File: config.mk
export PLATFORM = sky130hd
export DESIGN_NAME = mandelbrot_escape_color_flat
export DESIGN_NICKNAME = d
export VERILOG_FILES = /design/src/sv/mec_pkg.sv /design/src/sv/mec_if.sv /design/src/sv/mec_mul.sv /design/src/sv/mandelbrot_escape_color.sv /design/src/flat_wrapper.sv
export SDC_FILE = /design/constraint.sdc
export NUM_CORES = 2
export LEC_CHECK = 0
export ABC_AREA = 1
export BUFFER_PORTS_ARGS = -buffer_cell sky130_fd_sc_hd__buf_2
export CELL_PAD_IN_SITES_DETAIL_PLACEMENT = 0
export CELL_PAD_IN_SITES_GLOBAL_PLACEMENT = 1
export CORE_MARGIN = 3
export CORE_UTILIZATION = 55
export DETAILED_ROUTE_END_ITERATION = 7
export PLACE_DENSITY = 0.95
export SLEW_MARGIN = 20
export SYNTH_ARGS = -nofsm -noshare
export SYNTH_HDL_FRONTEND = slang
export SYNTH_SLANG_ARGS = --single-unit
File: constraint.sdc
create_clock -name clk -period 25.3 [get_ports clk]
set_input_delay 2.53 -clock clk [delete_from_list [all_inputs] [get_ports clk]]
set_output_delay 2.53 -clock clk [all_outputs]
set_load 0.01 [all_outputs]
File: src/sv/mec_pkg.sv
// ----------------------------------------------------------------------------
// mec_pkg: shared types and constants for the escape-time color block
// Field widths, register reset value and result codes.
// ----------------------------------------------------------------------------
package mec_pkg;

  localparam int C_W     = 31;  // width of one part of c
  localparam int Z_W     = 32;  // width of one part of z
  localparam int P_W     = 2 * Z_W;
  localparam int ITER_W  = 16;
  localparam int COLOR_W = 8;

  localparam logic [ITER_W-1:0]  MAX_ITER_RESET = ITER_W'(10000);
  localparam logic [COLOR_W-1:0] COLOR_INSIDE   = COLOR_W'(255);
  localparam logic [COLOR_W-1:0] COLOR_MOD_TOP  = COLOR_W'(254);

  typedef logic signed [C_W-1:0] c_part_t;
  typedef logic signed [Z_W-1:0] z_part_t;
  typedef logic signed [P_W-1:0] prod_t;
  typedef logic [ITER_W-1:0]     iter_t;
  typedef logic [COLOR_W-1:0]    color_t;

endpackage

File: src/sv/mec_if.sv
// ----------------------------------------------------------------------------
// mec_in_if / mec_out_if: valid-ready channels of the escape-time block
// Input carries one point c, output carries one color index.
// ----------------------------------------------------------------------------
interface mec_in_if import mec_pkg::*; ();
  logic    valid;
  logic    ready;
  c_part_t c_real;
  c_part_t c_imag;

  modport source (output valid, output c_real, output c_imag, input ready);
  modport sink   (input valid, input c_real, input c_imag, output ready);
endinterface

interface mec_out_if import mec_pkg::*; ();
  logic   valid;
  logic   ready;
  color_t color_index;

  modport source (output valid, output color_index, input ready);
  modport sink   (input valid, input color_index, output ready);
endinterface

File: src/sv/mec_mul.sv
// ----------------------------------------------------------------------------
// mec_mul: shared signed multiplier
// Full-width product of two z parts, registered on every clock.
// ----------------------------------------------------------------------------
module mec_mul import mec_pkg::*; (
  input  logic    clk,
  input  z_part_t op_a,
  input  z_part_t op_b,
  output prod_t   prod_r
);

  always_ff @(posedge clk) begin
    prod_r <= P_W'(op_a) * P_W'(op_b);
  end

endmodule

File: src/sv/mandelbrot_escape_color.sv
// Flow: an accepted point runs n iterations (escape index + 1, or max_iter;
//   0 allowed), then S_DONE loads the output register once it is free.
// Input: no new point is taken until the result is loaded; each iteration uses the
//   shared multiplier three times (x*x, y*y, x*y), then S_UPDATE updates z.
// Reset: synchronous active low; max_iter returns to 10000, no result pending.
// ----------------------------------------------------------------------------
// mandelbrot_escape_color: escape-time color index for one point c
// Iterates z = z^2 + c in fixed point through one shared multiplier.
// ----------------------------------------------------------------------------
module mandelbrot_escape_color import mec_pkg::*; #(
  parameter int FRAC_BITS = 28
) (
  input  logic              clk,
  input  logic              rst_n,
  mec_in_if.sink            in_ch,
  mec_out_if.source         out_ch,
  input  logic              cfg_we,
  input  logic [ITER_W-1:0] cfg_wdata
);

  localparam int SUM_W   = P_W - FRAC_BITS + 3;
  localparam int MAG_LSB = 2 * FRAC_BITS + 2;

  typedef enum logic [2:0] {
    S_IDLE, S_MUL_XX, S_MUL_YY, S_MUL_XY, S_UPDATE, S_DONE
  } state_t;

  state_t  state_r;
  iter_t   max_iter_r;
  iter_t   iter_r;
  color_t  mod_r;
  color_t  color_r;
  color_t  color_out_r;
  logic    out_valid_r;
  c_part_t c_real_r;
  c_part_t c_imag_r;
  z_part_t z_real_r;
  z_part_t z_imag_r;
  prod_t   xx_r;
  prod_t   yy_r;
  prod_t   prod_r;

  z_part_t op_a;
  z_part_t op_b;

  logic signed [SUM_W-1:0] re_sum;
  logic signed [SUM_W-1:0] im_sum;
  logic [P_W-1:0]          mag;
  logic                    escape;
  logic                    last_iter;
  z_part_t                 z_real_nxt;
  z_part_t                 z_imag_nxt;

  mec_mul u_mul (
    .clk    (clk),
    .op_a   (op_a),
    .op_b   (op_b),
    .prod_r (prod_r)
  );

  // operand select for the shared multiplier
  always_comb begin
    op_a = z_real_r;
    op_b = z_real_r;
    unique case (state_r)
      S_MUL_YY: begin
        op_a = z_imag_r;
        op_b = z_imag_r;
      end
      S_MUL_XY: begin
        op_a = z_real_r;
        op_b = z_imag_r;
      end
      default: begin
        op_a = z_real_r;
        op_b = z_real_r;
      end
    endcase
  end

  function automatic z_part_t sat_z(input logic signed [SUM_W-1:0] v);
    logic fits;
    fits = (v[SUM_W-1:Z_W-1] == {(SUM_W-Z_W+1){v[SUM_W-1]}});
    if (fits) begin
      return v[Z_W-1:0];
    end else if (v[SUM_W-1]) begin
      return {1'b1, {(Z_W-1){1'b0}}};
    end else begin
      return {1'b0, {(Z_W-1){1'b1}}};
    end
  endfunction

  // prod_r holds x*y in S_UPDATE
  always_comb begin
    re_sum = SUM_W'(xx_r >>> FRAC_BITS) - SUM_W'(yy_r >>> FRAC_BITS)
           + SUM_W'(c_real_r);
    im_sum = SUM_W'(prod_r >>> (FRAC_BITS - 1)) + SUM_W'(c_imag_r);
    z_real_nxt = sat_z(re_sum);
    z_imag_nxt = sat_z(im_sum);
    mag        = $unsigned(xx_r) + $unsigned(yy_r);
    escape     = |mag[P_W-1:MAG_LSB];
    last_iter  = ((iter_r + ITER_W'(1)) == max_iter_r);
  end

  assign in_ch.ready        = (state_r == S_IDLE);
  assign out_ch.valid       = out_valid_r;
  assign out_ch.color_index = color_out_r;

  always_ff @(posedge clk) begin
    if (!rst_n) begin
      state_r     <= S_IDLE;
      out_valid_r <= 1'b0;
      max_iter_r  <= MAX_ITER_RESET;
    end else begin
      if (cfg_we) begin
        max_iter_r <= cfg_wdata;
      end
      // S_DONE refills the output register itself
      if (out_valid_r && out_ch.ready && (state_r != S_DONE)) begin
        out_valid_r <= 1'b0;
      end
      unique case (state_r)
        S_IDLE: begin
          if (in_ch.valid) begin
            c_real_r <= in_ch.c_real;
            c_imag_r <= in_ch.c_imag;
            z_real_r <= '0;
            z_imag_r <= '0;
            iter_r   <= '0;
            mod_r    <= '0;
            if (max_iter_r == '0) begin
              color_r <= COLOR_INSIDE;
              state_r <= S_DONE;
            end else begin
              state_r <= S_MUL_XX;
            end
          end
        end
        S_MUL_XX: begin
          state_r <= S_MUL_YY;
        end
        S_MUL_YY: begin
          xx_r    <= prod_r;
          state_r <= S_MUL_XY;
        end
        S_MUL_XY: begin
          yy_r    <= prod_r;
          state_r <= S_UPDATE;
        end
        S_UPDATE: begin
          z_real_r <= z_real_nxt;
          z_imag_r <= z_imag_nxt;
          if (escape) begin
            color_r <= mod_r;
            state_r <= S_DONE;
          end else if (last_iter) begin
            color_r <= COLOR_INSIDE;
            state_r <= S_DONE;
          end else begin
            iter_r  <= iter_r + ITER_W'(1);
            mod_r   <= (mod_r == COLOR_MOD_TOP) ? '0 : mod_r + COLOR_W'(1);
            state_r <= S_MUL_XX;
          end
        end
        S_DONE: begin
          // hold until the output register is free
          if (!out_valid_r || out_ch.ready) begin
            out_valid_r <= 1'b1;
            color_out_r <= color_r;
            state_r     <= S_IDLE;
          end
        end
        default: begin
          state_r <= S_IDLE;
        end
      endcase
    end
  end

endmodule

File: src/flat_wrapper.sv
// flat-port wrapper written by rule: the top's interface ports become plain ports
module mandelbrot_escape_color_flat import mec_pkg::*;
#(
  parameter int FRAC_BITS = 28
)
  (clk, rst_n, cfg_we, cfg_wdata, in_ch_valid, in_ch_c_real, in_ch_c_imag, in_ch_ready, out_ch_valid, out_ch_color_index, out_ch_ready);
  mec_in_if in_ch_i ();
  mec_out_if out_ch_i ();
  input  logic clk;
  input  logic rst_n;
  input  logic cfg_we;
  input  logic [ITER_W-1:0] cfg_wdata;
  input wire logic [$bits(in_ch_i.valid)-1:0] in_ch_valid;
  input wire logic [$bits(in_ch_i.c_real)-1:0] in_ch_c_real;
  input wire logic [$bits(in_ch_i.c_imag)-1:0] in_ch_c_imag;
  output wire logic [$bits(in_ch_i.ready)-1:0] in_ch_ready;
  output wire logic [$bits(out_ch_i.valid)-1:0] out_ch_valid;
  output wire logic [$bits(out_ch_i.color_index)-1:0] out_ch_color_index;
  input wire logic [$bits(out_ch_i.ready)-1:0] out_ch_ready;
  assign in_ch_i.valid = in_ch_valid;
  assign in_ch_i.c_real = in_ch_c_real;
  assign in_ch_i.c_imag = in_ch_c_imag;
  assign in_ch_ready = in_ch_i.ready;
  assign out_ch_valid = out_ch_i.valid;
  assign out_ch_color_index = out_ch_i.color_index;
  assign out_ch_i.ready = out_ch_ready;
  mandelbrot_escape_color #(.FRAC_BITS(FRAC_BITS)) u_core (.clk(clk), .rst_n(rst_n), .in_ch(in_ch_i), .out_ch(out_ch_i), .cfg_we(cfg_we), .cfg_wdata(cfg_wdata));
endmodule
==> results.toml <==
[floorplanning]
core_um2 = 106000
start_util_pct = 56.0
boundaryPins = 93
die_y_um = 335
die_area_um2 = 112000
row_count = 119
die_w_um = 335

[critical_path]
reg2regPathDepth = 29
worstReg2RegEnd = "u_core.u_mul.prod_r[61]"
crit_type = "reg -> reg"
end_kind = "register"
reg2reg_from = "u_core.state_r[2]"
rrSetupSlack_ps = 14440
critPathArrivalTime_ps = 11350
start_kind = "register"
crit_fanout = 66
worst-path-buf-inv = 9
crit_top_cell = "fa_1"
worst_path_max_delay_cell = "fa_1"
path_depth = 29
cp_top_family = "adder cells"
critical_path_required_ps = 25790
max_stage_delay_ps = 990

[grt]
grt_usage_pct = 32.9
grt_pass1_vias = 48656
grt_max_degree = 82
grt_pass1_wl_um = 280000
grt-busiest-layer = "met2"
antenna_found_initial = 2
use_met1_pct = 43.2
use_met3_pct = 7.29
grt_use_met2_pct = 52.6
overflow = 0

[cts]
h-tree-depth = 2
clk_path_buf_depth = 3
clk_pin_slew_ps = 70
clkSinkCount = 378
hold_buffers = 0
cts_tree = "built"
clk_latency_ps = 590
tritoncts.num_buffers = 38
cts_root_buf = "clkbuf_16"
ctsResizeCount = 0
post_cts_buffers = 0

[sta]
clock_skew_ps = 22.4
maxSlewHeadroom_pct = 24.5
setup_viol = 0
rsz0062_at_grt = "no"
fmax_ghz = 0.0921
slew_viol_final = 0
tightest_slew_ps = 1130
layout_min_cycle_time_ps = 10860
setup-tns-final_ps = 0
period_share_pct = 42.9
hold_violations = 0

[finish]
diodes = 0
drive_gt1_share_pct = 5.11
layout.nets = 8540
syn_to_final_growth_pct = 5.61

[synth]
synth_common_cells = "1,641 x inv_1, 1,301 x nand2_1, 1,119 x fa_1, 846 x nor2_1, 359 x ha_1"
syn-num-nets = 8526
synth_edf_count = 294
netlist_area_um2 = 59400
synth-seq-cells = 378
yosysTopAreaCell = "fa_1"
ys.flop_type = "edfxtp_1"
postSynthCellCount = 6965
synth.area.top_cells = "fa_1 38%, edfxtp_1 15%, inv_1 10%"
synth.avg_cell_area_um2 = 8.53
synth_seq_area_share_pct = 17.7
ys_types = 62
yosys_warnings = 0
synth_top_area_share_pct = 37.7
async_flop_share_pct = 0
post-synth-top-count-cell = "inv_1"

[detailed_routing]
drc_errors = 0
ant_nets = 0
drt_iter0_drc = 4362
drt_pass1_iterations = 6
totalWireLength_um = 180000
viasPerCell = 5.59
wl_per_cell_um = 21.5
vias = 46926

[min_path]
min_from = "u_core.u_mul.prod_r[0]"
hold_path.class = "reg -> reg"
holdPathEnd = "u_core.xx_r[0]"
hold_path_depth = 0

[placed_design]
portBuffers = 92
hpwl_um = 148000
routabilityCongestion = 1.02

[job]
cap_violations = 0

[run_status]
run_status = "complete, no violations"
## worst max-delay path by stage
| stage | startpoint | to |
|---|---|---|
| 2_1_floorplan | rst_n | u_core.c_imag_r[0] |
| 3_3_place_gp | u_core.state_r[2] | u_core.u_mul.prod_r[62] |
| 3_5_place_dp | u_core.state_r[2] | u_core.u_mul.prod_r[61] |
| 4_1_cts | u_core.state_r[2] | u_core.u_mul.prod_r[61] |
| 5_1_grt | u_core.state_r[2] | u_core.u_mul.prod_r[63] |
| 6_report | u_core.state_r[2] | u_core.u_mul.prod_r[61] |
## state kept, by name, summed over array words and instances (netlist names), 31 cells and up
signal               flops
u_core.c_imag_r         31
u_core.c_real_r         31
u_core.u_mul.prod_r     64
u_core.xx_r             64
u_core.yy_r             64
u_core.z_imag_r         32
u_core.z_real_r         32
## per-layer routing
layer  vias up  part of all wire, %
li1      20864                    -
met1     23205                   38
met2      2334                   46
met3       519                   10
met4         4                  6.0
met5         -                0.014
## final cells by class
type                            instances  area [um2]
Fill cell                            9462       43400
Multi-Input combinational cell       4725       41900
Tap cell                             1391        1740
Sequential cell                       378       10500
Inverter                             1669        6260
Clock inverter                         20         141
Timing Repair Buffer                  167        1020
Clock buffer                           50        1120
## layout by cell type, fill, tap and decap left out, drive strengths merged, types with 4 or more instances in the layout
cell type / netlist / layout
a21boi: 9 / 9
a21o: 25 / 25
a21oi: 303 / 303
a31oi: 29 / 29
and3: 9 / 9
buf: 53 / 167
clkbuf: 140 / 50
clkinv: 18 / 31
clkinvlp: 0 / 4
dfxtp: 84 / 84
edfxtp: 294 / 294
fa: 1119 / 1119
ha: 359 / 359
inv: 1651 / 1653
nand2: 1321 / 1321
nand3: 116 / 116
nand4: 92 / 92
nor2: 857 / 857
nor3: 53 / 53
nor4: 12 / 12
o211ai: 8 / 8
o21a: 5 / 5
o21ai: 199 / 199
o21bai: 33 / 33
o31ai: 4 / 4
or2: 8 / 8
xnor2: 51 / 51
xor2: 94 / 94
## metrics by stage
stage | hold slack [ps] | std cells | worst slack, ps | cell area [um2] | util [%]
2_1_floorplan | 400 | 6965 | 16130 | 59400 | -
3_3_place_gp | 407 | 8330 | 14740 | 61500 | 57.9
3_5_place_dp | 405 | 8330 | 14650 | 61500 | 57.9
4_1_cts | 428 | 8400 | 14600 | 62700 | 59.1
5_1_grt | 432 | 8400 | 13840 | 62700 | 59.1
6_report | 427 | 8400 | 14440 | 62700 | 59.1
## kinds of logic after synthesis
logic type                 after synthesis  synth area share [%]
DFF                                    378                  17.7
and+or+nand+nor                       2475                  16.9
AOI/OAI and AO/OA                      626                  6.02
adders and majority gates             1478                  45.3
buffers and inverters                 1862                  11.9
xor gates and xnor gates               146                  2.20
Power is left out: the tool's default activity adds up to more than one toggle a clock period on the data nets, which glitch-free logic cannot reach.
